$ cat src/rtl/swk_pkg.sv
// Shared constants and types of the sliding-window rank filter.
package swk_pkg;

	localparam int WINDOW_MAX_DEF  = 64;
	localparam int SAMPLE_BITS_DEF = 32;

	// Fixed field widths of the register and the rank query
	localparam int CFG_W  = 7;
	localparam int RANK_W = 7;

	localparam logic [CFG_W-1:0] WINDOW_SIZE_RST = CFG_W'(1);

	// Per-cycle commands broadcast to every cell of the sorted row
	typedef struct packed {
		logic clr;   // drop every stored sample
		logic ins;   // insert the new sample in order
		logic rmv;   // close the gap at and after the masked cell
	} cell_ctl_t;

endpackage

$ cat src/rtl/swk_cell.sv
// One cell of the sorted row: holds a sample, its age and an occupied flag.
module swk_cell #(
	parameter int SAMPLE_BITS = swk_pkg::SAMPLE_BITS_DEF,
	parameter int AGE_W       = 6,
	parameter int IDX_W       = 7,
	parameter int IDX         = 0
) (
	input  logic                          clk,
	input  logic                          arst_n,
	input  swk_pkg::cell_ctl_t            ctl,
	input  logic signed [SAMPLE_BITS-1:0] new_val,
	input  logic signed [SAMPLE_BITS-1:0] left_val,
	input  logic [AGE_W-1:0]              left_age,
	input  logic                          left_occ,
	input  logic                          left_gt,
	input  logic signed [SAMPLE_BITS-1:0] right_val,
	input  logic [AGE_W-1:0]              right_age,
	input  logic                          right_occ,
	input  logic                          rm_mask,
	input  logic [IDX_W-1:0]              rank_m1,
	input  logic [AGE_W-1:0]              oldest_age,
	output logic signed [SAMPLE_BITS-1:0] val,
	output logic [AGE_W-1:0]              age,
	output logic                          occ,
	output logic                          gt,
	output logic                          old_hit,
	output logic [SAMPLE_BITS-1:0]        pick
);

	logic signed [SAMPLE_BITS-1:0] val_q;
	logic [AGE_W-1:0]              age_q;
	logic                          occ_q;
	logic                          from_left;
	logic                          take_new;
	logic                          shift_in;

	assign gt        = occ_q && (val_q > new_val);
	assign from_left = left_occ && left_gt;
	assign take_new  = !from_left && (gt || (!occ_q && left_occ));
	assign shift_in  = ctl.rmv && rm_mask;

	always_ff @(posedge clk or negedge arst_n) begin
		if (!arst_n) begin
			occ_q <= 1'b0;
		end else if (ctl.clr) begin
			occ_q <= 1'b0;
		end else if (ctl.ins) begin
			if (from_left || take_new) begin
				occ_q <= 1'b1;
			end
		end else if (shift_in) begin
			occ_q <= right_occ;
		end
	end

	always_ff @(posedge clk) begin
		if (ctl.ins) begin
			if (from_left) begin
				val_q <= left_val;
				age_q <= left_age + AGE_W'(1);
			end else if (take_new) begin
				val_q <= new_val;
				age_q <= '0;
			end else if (occ_q) begin
				age_q <= age_q + AGE_W'(1);
			end
		end else if (shift_in) begin
			val_q <= right_val;
			age_q <= right_age;
		end
	end

	assign val     = val_q;
	assign age     = age_q;
	assign occ     = occ_q;
	assign old_hit = occ_q && (age_q == oldest_age);
	assign pick    = (rank_m1 == IDX_W'(IDX)) ? val_q : '0;

endmodule

$ cat config.mk
export PLATFORM = sky130hd
export DESIGN_NAME = swk_cell
export DESIGN_NICKNAME = d
export VERILOG_FILES = /design/src/rtl/swk_pkg.sv /design/src/rtl/swk_cell.sv
export SDC_FILE = /design/constraint.sdc
export NUM_CORES = 1
export LEC_CHECK = 0
export ABC_AREA = 0
export ABC_CLOCK_PERIOD_IN_PS = 4800
export BUFFER_PORTS_ARGS = -buffer_cell sky130_fd_sc_hd__buf_2
export CORE_MARGIN = 2
export CORE_UTILIZATION = 30
export DETAILED_ROUTE_END_ITERATION = 10
export GPL_ROUTABILITY_DRIVEN = 0
export MAX_ROUTING_LAYER = met4
export PLACE_DENSITY = 0.57
export SKIP_LAST_GASP = 1
export SLEW_MARGIN = 20
export SYNTH_ARGS = -nofsm -noshare
export SYNTH_HDL_FRONTEND = slang
export SYNTH_SLANG_ARGS = --single-unit
export TNS_END_PERCENT = 10
$ cat constraint.sdc
create_clock -name clk -period 4.8 [get_ports clk]
set_input_delay 0.96 -clock clk [delete_from_list [all_inputs] [get_ports clk]]
set_output_delay 0.96 -clock clk [all_outputs]
set_load 0.03 [all_outputs]
== Word-level counts from Yosys, hierarchy flattened ==
Cells that the tools add are included.

* Flip-flop bits (word level): 39
* Output and inout port bits: 73
* Input port bits: 130

* Muxes and demuxes: 14
* Add/subtract/negate cells: 2
* Reductions and logical operators: 16
* $lt $le $gt $ge: 1
* Eq/ne operators: 4

{| class="wikitable"
|+ Operators with widths
! cell !! count
|-
| 32-bit 2-to-1 mux || 5
|-
| 32-bit > comparator || 1
|-
| 6-bit 2-to-1 mux || 5
|-
| 6-bit by 1-bit adder with 6-bit output (second input constant) || 2
|-
| 7-bit logical NOT || 1
|-
| 6-bit == test || 1
|-
| 1-bit logical AND || 6
|-
| 3-bit by 1-bit inequality test with 1-bit output (second input constant) || 2
|-
| 2-bit AND reduction || 3
|-
| 1-bit 2-to-1 mux || 4
|-
| 4-bit by 1-bit inequality test with 1-bit output (second input constant) || 1
|-
| 3-bit nonzero test || 1
|-
| 1-bit logical NOT || 2
|-
| 1-bit logical OR || 2
|-
| 2-bit nonzero test || 1
|}

== Logic depth before layout (Yosys ltp) ==
Gate-level depths: netlist of the first run.

* Depth after elaboration: 8
* Gate-level depth with buffers: 9
* Gate-level depth less buffers: 9

== Least setup slack after synthesis of the first run ==
Ideal clock, no wire load.

* Path type: input-to-reg
* Start point: in new_val[31]
* End point: reg val_q[0], in the netlist val[0] (enable)
* Stages: 8
* Path slack: -0.175 ns
* Arrival: 4.540 ns
* Path buffers: 0
* Cells stage by stage: inv_1 > ha_1 > nand4_1 > or4_4 > or3_1 > and4_4 > o31a_4 > mux2i_1

* Longest elaborated chain between the ends: 6

{| class="wikitable"
|+ Ends and longest elaborated chain
! element !! line !! text
|-
| start, declared || swk_cell.sv:11 || <nowiki>input logic signed [SAMPLE_BITS-1:0] new_val,</nowiki>
|-
| 32-bit > comparator || swk_cell.sv:37 || <nowiki>assign gt = occ_q && (val_q > new_val);</nowiki>
|-
| 1-bit logical AND || swk_cell.sv:37 ||
|-
| 1-bit logical OR || swk_cell.sv:39 || <nowiki>assign take_new = !from_left && (gt || (!occ_q && left_occ));</nowiki>
|-
| 1-bit logical AND || swk_cell.sv:39 ||
|-
| 3-bit by 1-bit inequality test with 1-bit output (no line) || -- ||
|-
| 2-bit AND reduction (no line) || -- ||
|-
| end signal, assigned || swk_cell.sv:59 || <nowiki>val_q <= left_val;</nowiki>
|-
| end signal, assigned || swk_cell.sv:62 || <nowiki>val_q <= new_val;</nowiki>
|-
| end signal, assigned || swk_cell.sv:68 || <nowiki>val_q <= right_val;</nowiki>
|-
| end, declared || swk_cell.sv:30 || <nowiki>logic signed [SAMPLE_BITS-1:0] val_q;</nowiki>
|}

Every way passes these cells.
A chain may end at the register's enable or synchronous reset.

== Final worst setup path of the first run ==
* Start point: in new_val[31]
* End point: out gt

* Longest elaborated chain between the ends: 2

{| class="wikitable"
|+ Ends and longest elaborated chain
! element !! line !! text
|-
| 32-bit > comparator || swk_cell.sv:37 ||
|-
| 1-bit logical AND || swk_cell.sv:37 ||
|-
| end, declared || swk_cell.sv:25 || <nowiki>output logic gt,</nowiki>
|}

Every way passes these cells.

==> metrics list, run 1 <==
- Number of storage elements in the synthesis netlist: 39
* Buffer count from post-CTS setup fixing: 0
* Total vias in the final route: 3242
- Endpoint of the worst register-to-register path: val[13]
* Vias in the first global route: 3092
- Final number of hold-violating endpoints: 0
* H-tree levels: 2
* First DRT Iteration DRCs: 119
* Largest net degree at the start of global routing: 48
* Number of enable flip-flop cells after synthesis: 38
* Final antenna-violating net count: 0
- The layer flagged by global routing as most heavily used is met2.
* Site Rows: 38
- Area share of the leading cell type in the synthesized netlist: 34.4%
- Source-to-sink clock delay at the later pin of the worst-skew pair: 0.29 ns
* Mean instance size in the synthesized netlist: 9.31 um2
- Synthesized netlist cell count: 357
- CP max FO: 4
* Sequential share of the synthesized area: a little over a third
* Die ar.: 0.0119 mm2
- Setup TNS after final layout: 0 ns
* Starting utilization of the core area: 30.6%
- Combinational logic is responsible for 33.9% of the overall power.
- Global Route Usage Sum: 15.6%
* Least setup slack across all paths after layout: 0.703 ns
- Counting distinct cell types in the post-synthesis netlist gives 43.
- DRC violations left: 0
- Net Switching: 0.000354 W
- Max cap viols: 0
- Routed wire length per instance: 13.6 um
- Global routing used 27.1% of the available met2 tracks.
* Wirelength, routed: 9.45 mm
- After clock tree synthesis, the repair step resized 0 gates.
* Net total in the final layout: 718
* Number of clock buffers inserted by TritonCTS: 5
* CP required: 3.84 ns
- Across all register-to-register paths, the minimum setup slack is 1.41 ns.
- The count of final max-slew check failures is 0.
* Clock input transition at the sequential cells of the worst setup and hold paths: 0.08 ns
- The worst hold path belongs to the class in -> async.
- Async SR Flop Fraction: 2.56%
- Clock tree from TritonCTS: built
- In the final layout, the share of cells above drive strength 1 is 40.0%.
- When the netlist entered floorplanning its net count stood at 521.
- The routed design could run at a clock period as short as 4.10 ns.
- The cell sitting at the root of the clock tree is a sky130_fd_sc_hd__clkbuf_8.
- Slew @ Worst Pin: 1.13 ns
* Startpoint class of the critical path: primary input
- Cell internal power was estimated by the tool at 0.000697 W.
* Core Footprint: between 0.01 and 0.015 mm2
* Kind of critical path: in -> out
- Measured against the total synthesized area, the mux share comes to 9.94%.
- Final-layout fill cell count: about 1100
- The count of buffers added on input and output ports is 202.
- Fraction of the mapped netlist area in adder cells: 12.8%
- For this design, the sink count on the clock tree is 39.
* Xor/xnor cell area share of the yosys netlist: under 10%
- Hold bufs inserted after CTS: 0
- Chip height: between 100 and 150 um
* Width of the die: 109 um
- Largest cells by area after synthesis: sky130_fd_sc_hd__edfxtp_1 34%, sky130_fd_sc_hd__ha_1 13%, sky130_fd_sc_hd__mux2i_1 9.9%
* Main combinational cell family by area after synthesis: simple AND/OR/NAND/NOR gates
- GR Layer Usage met3: 3.17%
* First-pass detailed-route iteration total: 4
* Via density per instance: 4.66
* Area fraction in compound gates after synthesis: 13.3%
- Status: completed
- Pin placement for this block handled 203 I/O pins.
- The synthesized netlist occupies a cell area of 0.00332 mm2.
* Fraction of power consumed by the clock network: a little under a quarter
- The initial antenna violation count was 1.
- Dividing the final minimum period by the clock period gives a little under nine tenths.
- Setup-violating endpoint count in the final report: 0
- The share of total power dissipated in sequential elements is 42.4%.
* Setup repair after global routing missed its margin: no
- Post-synthesis simple-gate area fraction: 18.2%
* Synthesis Warnings: 0
* Maximum clock rate: about 240 MHz
- The biggest area contributor in the post-synthesis netlist is sky130_fd_sc_hd__edfxtp_1.
- Before CTS, the worst setup slack after placement is around 0.7 ns.
- In the synthesized netlist the dominant register cell turns out to be sky130_fd_sc_hd__edfxtp_1.
* Element type at the critical path end: output port
- Wire length of the first global-routing pass: 14.3 mm
- Data on the critical path arrives at its endpoint at 3.14 ns.
- Power per Cell Area: 229 mW/mm2
* Leakage dissipation: between 2 and 2.5 nW
* Worst Reg2Reg Path Length in Cells: 8
- Net switching fraction of the power: about a third
- In this run the tightest slew margin relative to its limit is around 25%.
- Final setup skew: 0.00519 ns
- Worst flop-to-flop path startpoint: val[31]
- Worst-case vdd ir drop: 0.0920 mV
- Detailed Place HPWL: ~7.7 mm
- For this run, global-route usage on met1 was measured as 18.8%.
- Relative to the synthesized area, the layout overhead comes to 38.0%.
* Remaining global-route overflow: 0
* Worst-case clock buffer depth: 2
==> synth_stat cells (2+ instances only) <==
cell and count:
sky130_fd_sc_hd__a211oi_1 3, sky130_fd_sc_hd__a21o_1 4, sky130_fd_sc_hd__a21oi_1 44, sky130_fd_sc_hd__a31o_1 6, sky130_fd_sc_hd__and2_1 32, sky130_fd_sc_hd__and3_1 2
sky130_fd_sc_hd__buf_6 3, sky130_fd_sc_hd__clkbuf_1 11, sky130_fd_sc_hd__edfxtp_1 38, sky130_fd_sc_hd__ha_1 34, sky130_fd_sc_hd__inv_1 40, sky130_fd_sc_hd__mux2i_1 33
sky130_fd_sc_hd__nand2_1 9, sky130_fd_sc_hd__nand3_1 12, sky130_fd_sc_hd__nand4_1 6, sky130_fd_sc_hd__nor2_1 33, sky130_fd_sc_hd__nor3_1 2, sky130_fd_sc_hd__nor4_1 2
sky130_fd_sc_hd__o21ai_0 2, sky130_fd_sc_hd__o22ai_1 6, sky130_fd_sc_hd__xnor2_1 7, sky130_fd_sc_hd__xor2_1 7
==> through the flow <==
step | instances | total power [W] | util [%] | area, um2 | hold slack [ns]
4_1_cts | 695 | 0.00107 | 42.3 | 4580 | 0.425
2_1_floorplan | 357 | 0.000676 | - | 3330 | 0.664
3_5_place_dp | 687 | 0.000815 | 41.3 | 4480 | 0.747
6_report | 696 | 0.00105 | 42.3 | 4580 | 0.435
3_3_place_gp | 687 | 0.000809 | 41.3 | 4480 | 0.744
5_1_grt | 696 | 0.00113 | 42.3 | 4580 | 0.411
==> worst max path at each step <==
stage,startpoint,to,slack (ns),cells past startpoint
after global placement,new_val[31],gt,0.71,9
after detailed placement,new_val[31],gt,0.70,9
final,new_val[31],gt,0.70,9
after CTS,new_val[31],gt,0.68,9
after floorplan,new_val[31],val[0],0.43,8
after global routing,new_val[31],gt,0.58,9
==> kinds of logic after synthesis <==
kind of cell,count (synthesis)
and+or+nand+nor,110
xor gates and xnor gates,14
muxes,33
AOI/OAI and AO/OA,72
DFF,39
adders and majority gates,34
buffers and inverters,55
==> sequential cells by signal, indices dropped and copies added, names as in the netlist <==
register / cells
val: 32
age: 6
occ: 1
==> metal layers <==
layer | part of all wire, % | up-vias
li1 | - | 1670
met1 | 44 | 1453
met2 | 49 | 112
met3 | 6.6 | 7
met4 | 0.68 | 0
met5 | 0 | -
==> area by class of cell <==
type	instances	area (um2)	share of cell area, %
antenna	1	2.50	0.0546
tap	140	175	3.82
multi-input combinational	263	1940	42.4
sequential	39	1170	25.4
timing repair buffer	205	1050	22.8
clock buffer	8	100	2.18
inverter	40	150	3.28
==> placed cells by master (no fill, tap or decap), types with 2 or more instances in the layout <==
master / count
sky130_fd_sc_hd__buf_2: 202
sky130_fd_sc_hd__a21oi_1: 44
sky130_fd_sc_hd__inv_1: 40
sky130_fd_sc_hd__edfxtp_1: 38
sky130_fd_sc_hd__ha_1: 34
sky130_fd_sc_hd__nor2_1: 33
sky130_fd_sc_hd__mux2i_1: 32
sky130_fd_sc_hd__and2_1: 32
sky130_fd_sc_hd__nand3_1: 12
sky130_fd_sc_hd__nand2_1: 8
sky130_fd_sc_hd__xnor2_1: 7
sky130_fd_sc_hd__xor2_1: 7
sky130_fd_sc_hd__clkbuf_8: 7
sky130_fd_sc_hd__nand4_1: 6
sky130_fd_sc_hd__o22ai_1: 6
sky130_fd_sc_hd__a31o_1: 6
sky130_fd_sc_hd__a21o_1: 4
sky130_fd_sc_hd__a211oi_1: 3
sky130_fd_sc_hd__o21ai_0: 2
sky130_fd_sc_hd__nor3_1: 2
sky130_fd_sc_hd__and3_1: 2
sky130_fd_sc_hd__buf_4: 2
==> power groups by stage <==
stage | clock [W] | combinational, W | sequential (W)
final | 0.000249 | 0.000356 | 0.000446
after global routing | 0.000281 | 0.000395 | 0.000452
after CTS | 0.000263 | 0.000361 | 0.000448
after detailed placement | 0 | 0.000360 | 0.000455
after global placement | 0 | 0.000355 | 0.000454
after floorplan | 0 | 0.000165 | 0.000510
==> worst max-delay path, cell delays in order <==
cell and delay [ns]:
sky130_fd_sc_hd__buf_2 0.09, sky130_fd_sc_hd__inv_1 0.03, sky130_fd_sc_hd__ha_1 0.33, sky130_fd_sc_hd__nand4_1 0.20, sky130_fd_sc_hd__or4_4 0.57, sky130_fd_sc_hd__or3_1 0.38, sky130_fd_sc_hd__and4_4 0.21, sky130_fd_sc_hd__nor3_1 0.12
sky130_fd_sc_hd__buf_2 0.24
Note: power is estimated with default switching activity, not from simulation.
==> run 2, diff against run 1 <==
--- a/config.mk
+++ b/config.mk
@@ -5,8 +5,8 @@
 export SDC_FILE = /design/constraint.sdc
 export NUM_CORES = 1
 export LEC_CHECK = 0
-export ABC_AREA = 0
-export ABC_CLOCK_PERIOD_IN_PS = 4800
+export ABC_AREA = 1
+export ABC_CLOCK_PERIOD_IN_PS = 4200
 export BUFFER_PORTS_ARGS = -buffer_cell sky130_fd_sc_hd__buf_2
 export CORE_MARGIN = 2
 export CORE_UTILIZATION = 30
==> constraint.sdc (replaced) <==
create_clock -name clk -period 4.2 [get_ports clk]
set_input_delay 0.84 -clock clk [delete_from_list [all_inputs] [get_ports clk]]
set_output_delay 0.84 -clock clk [all_outputs]
set_load 0.03 [all_outputs]
==> run 2 against run 1 <==
  * Total power rose by 28%
  * Wire length rose by 11%
  * Register-to-register slack improved by 0.30 ns
  * Hold slack got worse by 0.11 ns
  * Non-clock buffer count rose by 4
  * Clock skew rose by 0.0026 ns
  * Setup slack improved by 0.27 ns
  * Critical path type unchanged
  * Critical endpoint unchanged
==> metrics list, run 2 <==
* Most used flip-flop cell after synthesis: sky130_fd_sc_hd__edfxtp_1
- The total track usage was 17.5% (+1.9 points).
- TritonCTS built the clock tree.
- Number of clock buffers inserted by TritonCTS: 5 (unchanged)
- Number of antenna diodes: 0 (-1)
- Setup-violating endpoint count in the final report: 0 (unchanged)
* Worst flop-to-flop path startpoint: val[31]
- Wirelength, routed: 10.5 mm (+11%)
- The tree is rooted in a sky130_fd_sc_hd__clkbuf_16.
* Core Footprint: 0.0110 mm2 (+1.3%)
- Xor/xnor cell area share of the yosys netlist: 2.57% (-1.1 points)
* Final number of hold-violating endpoints: 0 (unchanged)
* Remaining global-route overflow: 0 (unchanged)
* Net total in the final layout: 838 (+17%)
- The number of buffers inserted by port buffering came to 202 (unchanged).
* Via density per instance: 4.58 (-1.6%)
- The die extent in x came to 111 um (+1.3%).
* Source-to-sink clock delay at the later pin of the worst-skew pair: 0.28 ns (about the same)
* Power per Cell Area: 285 mW/mm2 (+24%)
- Element type at the critical path end: output port
- Cell type with the largest total area after synthesis: sky130_fd_sc_hd__edfxtp_1
* Wire length of the first global-routing pass: 17.2 mm (+21%)
* Setup TNS after final layout: 0 ns (unchanged)
- Post-synthesis simple-gate area fraction: 23.3% (+5.2 points)
* Post-synthesis instance area: 0.00341 mm2 (+2.6%)
* Headroom to the max-slew limit: 47.6% (+23 points)
- Tightest hold margin: 0.324 ns (-0.111 ns)
- Relative to the synthesized area, the layout overhead comes to 38.5%.
- The path class of the tightest hold or removal check is in -> async.
- The post-CTS setup-driven buffer insertion count was 0 (unchanged).
- Antenna violations before repair: 0 (-1)
- Final antenna-violating net count: 0 (unchanged)
- Tracing the worst setup path back leads to its startpoint at new_val[23].
* Kind of critical path: in -> out
* Number of storage elements in the synthesis netlist: 39 (unchanged)
* Setup repair after global routing missed its margin: no
- Ranked by total cell area, the synthesized netlist is headed by sky130_fd_sc_hd__edfxtp_1 33%, sky130_fd_sc_hd__ha_1 12%, sky130_fd_sc_hd__a21oi_1 12%.
- Synthesis Warnings: 0 (unchanged)
* Arrival time reported for the critical path endpoint: 2.39 ns (-0.75 ns)
- The number of maximum-capacitance violations is 0 (unchanged).
* Final setup skew: 0.00774 ns (+0.00255 ns)
- The number of flip-flops in the largest register was 32 (unchanged).
- Most common cell after layout, fill and taps aside: sky130_fd_sc_hd__buf_2
- Chip height: 111 um (+1.3%)
- Area share of the leading cell type in the synthesized netlist: 33.5% (-0.88 points)
- The I/O pin total is 203 (unchanged).
- Die ar.: 0.0122 mm2 (+2.5%)
- In the layout the commonest cells are 202 x sky130_fd_sc_hd__buf_2, 82 x sky130_fd_sc_hd__inv_1, 82 x sky130_fd_sc_hd__a21oi_1, 82 x sky130_fd_sc_hd__nor2_1, 79 x sky130_fd_sc_hd__nand2_1.
* Routed wire length per instance: 12.8 um (-5.6%)
* First DRT Iteration DRCs: 107 (-10%)
- Total vias in the final route: 3734 (+15%)
- Status: completed
- The post-cts hold buffer count is 0 (unchanged).
- Reg-to-reg slack, setup: 1.71 ns (+0.30 ns)
- The number of clock sinks was 39 (unchanged).
- The fraction of final layout cells with drive strength greater than 1 is 33.9% (-6.1 points).
- Post-synth net total: 639 (+23%)
- Number of distinct library cells after synthesis: 31 (-28%)
- Synthesized netlist cell count: 475 (+33%)
* Worst-case clock buffer depth: 2 (unchanged)
- The initial core utilization came to 31.0% (+0.40 points).
- Fraction of the mapped netlist area in adder cells: 12.5% (-0.33 points)
* Minimum clock period after layout: approximately 3.2 ns
- The required time at the worst-slack endpoint is 3.36 ns (-0.48 ns).
- The maximum vdd ir drop was 0.157 mV (+70%).
- Detailed Place HPWL: 8.25 mm (+7.5%)
* H-tree levels: 2 (unchanged)
- Mean instance size in the synthesized netlist: 7.18 um2 (-23%)
* Maximum clock rate: between 300 and 400 MHz
- The row count came to 38 (unchanged).
- The compound-cell area share of the yosys netlist came to 16.1% (+2.9 points).
- The share of synthesized flip-flops with an asynchronous set or reset is 2.56% (unchanged).
- Multiplexer share of the synthesized area: 0% (-9.9 points)
* First-pass detailed-route iteration total: 5 (+1)
- The clock-pin slew on the worst setup and hold paths was 0.06 ns (-0.02 ns).
- The worst path uses 76.8% of the clock period.
- Synth cell count leaders: 82 x sky130_fd_sc_hd__a21oi_1, 82 x sky130_fd_sc_hd__inv_1, 82 x sky130_fd_sc_hd__nor2_1
* Vias in the first global route: 3668 (+19%)
- Main combinational cell family by area after synthesis: simple AND/OR/NAND/NOR gates
- STA classifies the critical path startpoint as a primary input.
* DRC violations left: 0 (unchanged)
- Leakage dissipation: 2.63 nW (+7.1%)
* CP max FO: 6 (+2)
- The proportion of synthesized chip area in sequential cells was 34.2% (-0.90 points).
- Largest net degree at the start of global routing: 40 (-17%)
* Gates resized, CTS repair: 0 (unchanged)
- The count of final max-slew check failures was 0 (unchanged).
- Slew @ Worst Pin: 0.778 ns (-0.350 ns)
- The count of flip-flops with a built-in enable after synthesis came to 38 (unchanged).
==> run 2: changes by cell type after synthesis, sizes merged, moves of 32 or more <==
cell | before | now
a21oi | 44 | 83
nor2 | 33 | 84
inv | 40 | 82
and2 | 32 | 0
mux2i | 33 | 0
nand2 | 9 | 83
==> run 2: where the power goes <==
group | switching (W) | internal (W) | leakage [nW]
Clock | 0.000148 | 0.000220 | 0.0679
Sequential | 0.0000386 | 0.000484 | 0.381
Combinational | 0.000285 | 0.000172 | 2.18
Total | 0.000472 | 0.000876 | 2.63
==> run 2: stage by stage <==
stage / instances / utilization [%] / cell area (um2) / worst slack, ns / total power (W)
floorplan: 475 / - / 3410 / 1.13 / 0.000822
global placement: 807 / 41.7 / 4580 / 0.949 / 0.000989
detailed placement: 807 / 41.7 / 4580 / 0.931 / 0.000995
CTS: 815 / 43.0 / 4720 / 0.929 / 0.00138
global route: 815 / 43.0 / 4720 / 0.745 / 0.00145
finish: 815 / 43.0 / 4720 / 0.973 / 0.00135
==> run 2: routing by layer <==
metal	track usage, %	up-vias	part of all wire [%]
met5	-	-	0
met4	4.08	0	0.91
met3	3.07	8	5.9
met2	31.0	137	50
met1	20.8	1657	43
li1	-	1932	-
==> run 2: cell families (layout without fill, tap and decap cells) <==
kind of cell,after synthesis,after routing
simple gates,190,190
buf+inv,102,302
compound gates,100,100
flops,39,39
fa+ha+maj,34,34
xor+xnor,10,10
==> run 2: area by class of cell <==
type | count | area, um2
clock buffers | 7 | 133
flip-flops and latches | 39 | 1170
multi-input cells | 334 | 1860
well taps | 140 | 175
fillers | 1160 | 6260
repair buffers | 209 | 1060
inverters | 85 | 319
clock inverters | 1 | 5.00
==> run 2: worst paths after layout <==
kind / cells after the start / to
max: 12 / gt
min: 1 / occ
max reg2reg: 12 / val[30]
max in group asynchronous: 1 / occ
min in group clk: 2 / occ
min reg2reg: 2 / occ
==> run 2: critical path, cell delays in order <==
cell                      delay (ns)
sky130_fd_sc_hd__buf_2          0.09
sky130_fd_sc_hd__inv_1          0.04
sky130_fd_sc_hd__ha_1           0.28
sky130_fd_sc_hd__nand2_1        0.07
sky130_fd_sc_hd__nor2_1         0.14
sky130_fd_sc_hd__nand4_1        0.15
sky130_fd_sc_hd__nor2_2         0.16
sky130_fd_sc_hd__nand2_1        0.09
sky130_fd_sc_hd__nand3_1        0.12
sky130_fd_sc_hd__nand3_4        0.13
sky130_fd_sc_hd__inv_1          0.08
sky130_fd_sc_hd__buf_2          0.20
==> run 3, diff against run 2 <==
--- a/config.mk
+++ b/config.mk
@@ -6,14 +6,14 @@
 export NUM_CORES = 1
 export LEC_CHECK = 0
 export ABC_AREA = 1
-export ABC_CLOCK_PERIOD_IN_PS = 4200
+export ABC_CLOCK_PERIOD_IN_PS = 2800
 export BUFFER_PORTS_ARGS = -buffer_cell sky130_fd_sc_hd__buf_2
 export CORE_MARGIN = 2
 export CORE_UTILIZATION = 30
 export DETAILED_ROUTE_END_ITERATION = 10
 export GPL_ROUTABILITY_DRIVEN = 0
 export MAX_ROUTING_LAYER = met4
-export PLACE_DENSITY = 0.57
+export PLACE_DENSITY = 0.59
 export SKIP_LAST_GASP = 1
 export SLEW_MARGIN = 20
 export SYNTH_ARGS = -nofsm -noshare
==> constraint.sdc (replaced) <==
create_clock -name clk -period 2.8 [get_ports clk]
set_input_delay 0.56 -clock clk [delete_from_list [all_inputs] [get_ports clk]]
set_output_delay 0.56 -clock clk [all_outputs]
set_load 0.03 [all_outputs]
==> run 3 against run 2 <==
  * Die area stayed put
  * Sequential cell count did not move
  * Clock skew fell by 0.0033 ns
  * Setup slack got worse by 0.81 ns
  * Via count is 1.6% higher
  * Critical path depth fell by 1
==> metrics list, run 3 (same netlist as run 2, synthesis figures left out) <==
* Tightest hold margin: 0.0478 ns (-0.276 ns)
* Worst-case vdd ir drop: 0.279 mV (+78%)
- Slew Limit Fails: 0 (unchanged)
* Antenna violations before repair: 0 (unchanged)
* Via density per instance: 4.60 (+0.35%)
- Arrival time reported for the critical path endpoint: 2.07 ns (-0.32 ns)
- Maximum clock rate: about 380 MHz
- Clock tree from TritonCTS: built
- The depth of the most critical reg-to-reg path came to 14 (+2).
- Source-to-sink clock delay at the later pin of the worst-skew pair: 0.28 ns (about the same)
- Setup repair after global routing left no endpoint under its margin.
* Reg-to-reg slack, setup: 0.31 ns (-1.40 ns)
- Final number of hold-violating endpoints: 0 (unchanged)
- Largest net degree at the start of global routing: 40 (unchanged)
- The top cell types in the final layout, fill and taps aside, are 201 x sky130_fd_sc_hd__buf_2, 82 x sky130_fd_sc_hd__inv_1, 82 x sky130_fd_sc_hd__a21oi_1.
* Met2 Use GR: 31.1% (+0.12 points)
- The cell area power density was 425 mW/mm2 (+49%).
* Minimum clock period after layout: 2.63 ns
* Total vias in the final route: 3793 (+1.6%)
- The post-cts hold buffer count came to 0 (unchanged).
- Worst flop-to-flop path startpoint: val[11]
- The final layout net count was 848 (+1.2%).
- Worst-case clock buffer depth: 2 (unchanged)
- The number of flip-flops in the largest register came to 32 (unchanged).
* Final antenna-violating net count: 0 (unchanged)
- The detailed-route wire length was 10.7 mm (+2.8%).
- CP required: 2.24 ns (-1.12 ns)
* Number of placed cells counting well taps: 810 (+0.37%)
* Status: completed
- The final critical path takes up 94.1% of the cycle.
- The number of remaining DRC errors came to 0 (unchanged).
* Detailed Place HPWL: 8.50 mm (+3.0%)
* Wire length of the first global-routing pass: 17.2 mm (-0.36%)
- The fraction of final layout cells with drive strength greater than 1 was 35.0% (+1.1 points).
* Most common cell after layout, fill and taps aside: sky130_fd_sc_hd__buf_2
- The I/O pin total came to 203 (unchanged).
- The DRC violation total after the first TritonRoute iteration was 136 (+27%).
* Vias in the first global route: 3664 (-0.11%)
- The worst setup skew after layout came to 0.00439 ns (-0.00335 ns).
* Max cap viols: 0 (unchanged)
- The worst register-to-register path ends at val[16].
- The number of inserted filler cells in the final layout is 1145 (-1.3%).
- Core Footprint: 0.0110 mm2 (unchanged)
- Min-delay worst type: in -> async
- The die extent in x is 111 um (unchanged).
- Busiest layer in global routing: met2
* Met1 global-route usage: 20.9% (+0.10 points)
* Setup-violating endpoint count in the final report: 0 (unchanged)
- Input/output buffers: 202 (unchanged)
* H-tree levels: 2 (unchanged)
- The area enclosed by the die boundary was 0.0122 mm2 (unchanged).
* Synth-to-layout area growth: 41.9%
- Leakage dissipation: 2.68 nW (+2.0%)
- The post-route setup TNS is 0 ns (unchanged).
* Final standard cell count with taps included and fillers excluded: 825 (+1.2%)
* Number of clock buffers inserted by TritonCTS: 5 (unchanged)
- The worst setup path is captured at an output port.
* First-pass detailed-route iteration total: 5 (unchanged)
* Headroom to the max-slew limit: 61.6% (+14 points)
- The met3 capacity usage during global routing is 2.91% (-0.16 points).
* Slew @ Worst Pin: 0.572 ns (-0.206 ns)
- Worst setup path start: val[11]
* Worst setup timing slack at the placement stage: 0.00155 ns (-0.930 ns)
- Chip height: 111 um (unchanged)
- Clock input transition at the sequential cells of the worst setup and hold paths: 0.06 ns (about the same)
- The number of clock sinks was 39 (unchanged).
- The initial core utilization is 31.0% (unchanged).
- Routed wire length per instance: 13.0 um (+1.5%)
- The overall power of the completed layout was 0.00205 W (+52%).
- Clock tree synthesis selected as its root buffer the cell sky130_fd_sc_hd__clkbuf_16.
- The largest fanout on the critical path was 5 (-1).
- Kind of critical path: reg -> out
- The row count is 38 (unchanged).
- The final critical-path setup slack is 0.165 ns (-0.807 ns).
- Number of antenna diodes: 0 (unchanged)
* Remaining global-route overflow: 0 (unchanged)
- The total track usage is 17.3% (-0.18 points).
- Startpoint class of the critical path: register
-- run 3: changes by cell type in the layout (fill, tap and decap cells not counted) --
cell / delta
sky130_fd_sc_hd__buf_2: -1
sky130_fd_sc_hd__nor2_2: +1
sky130_fd_sc_hd__buf_12: +2
sky130_fd_sc_hd__ha_1: -1
sky130_fd_sc_hd__nor2_1: -1
sky130_fd_sc_hd__clkinv_2: -1
sky130_fd_sc_hd__buf_4: +9
sky130_fd_sc_hd__clkinv_1: +2
sky130_fd_sc_hd__clkbuf_1: -1
sky130_fd_sc_hd__ha_4: +1
-- run 3: what timing repair did --
action,CTS,global route
gates resized for setup,2,3
setup endpoints to repair,1,1
buffers inserted,0,7
pin swaps,0,3
-- run 3: how the worst max path moves through the flow --
stage,to,slack [ns],cells past startpoint
6_report,gt,0.17,11
5_1_grt,gt,0.02,12
4_1_cts,gt,0.03,10
3_5_place_dp,gt,0.002,12
3_3_place_gp,gt,0.007,12
2_1_floorplan,val[0],0.01,12
-- run 3: worst max-delay path: stages (launching register included) --
cell and delay, ns:
sky130_fd_sc_hd__edfxtp_1 0.43, sky130_fd_sc_hd__ha_1 0.34, sky130_fd_sc_hd__a21oi_1 0.15, sky130_fd_sc_hd__nand2_1 0.08, sky130_fd_sc_hd__a21oi_1 0.16, sky130_fd_sc_hd__nand2_1 0.07
sky130_fd_sc_hd__nand2_1 0.08, sky130_fd_sc_hd__nand2_1 0.06, sky130_fd_sc_hd__nand2_2 0.07, sky130_fd_sc_hd__nand3_4 0.10, sky130_fd_sc_hd__inv_1 0.10, sky130_fd_sc_hd__buf_4 0.16
-- run 3: per-stage QoR --
stage	utilization (%)	area [um2]
after detailed placement	42.2	4630
after CTS	43.5	4780
final	44.0	4840
after floorplan	-	3410
after global placement	42.2	4630
after global routing	44.0	4840
-- run 3: routing by layer --
metal | share of wire, % | wire length, um
met5 | 0 | 0
met4 | 0.67 | 72
met3 | 5.8 | 620
met2 | 51 | 5450
met1 | 43 | 4610
-- run 3: final cells by class --
type	instances	area (um2)	share of cell area, %
tap	140	175	3.62
clock inverter	2	7.51	0.155
clock buffer	6	129	2.66
multi-input combinational	334	1870	38.7
sequential	39	1170	24.1
timing repair buffer	219	1170	24.1
inverter	85	319	6.60
-- run 3: report_power, final --
part / switching, W / total, W / internal [W] / leakage, nW
sequential: 0.0000564 / 0.000783 / 0.000726 / 0.381
combinational: 0.000442 / 0.000727 / 0.000286 / 2.23
clock: 0.000219 / 0.000543 / 0.000324 / 0.0659
total: 0.000717 / 0.00205 / 0.00134 / 2.68
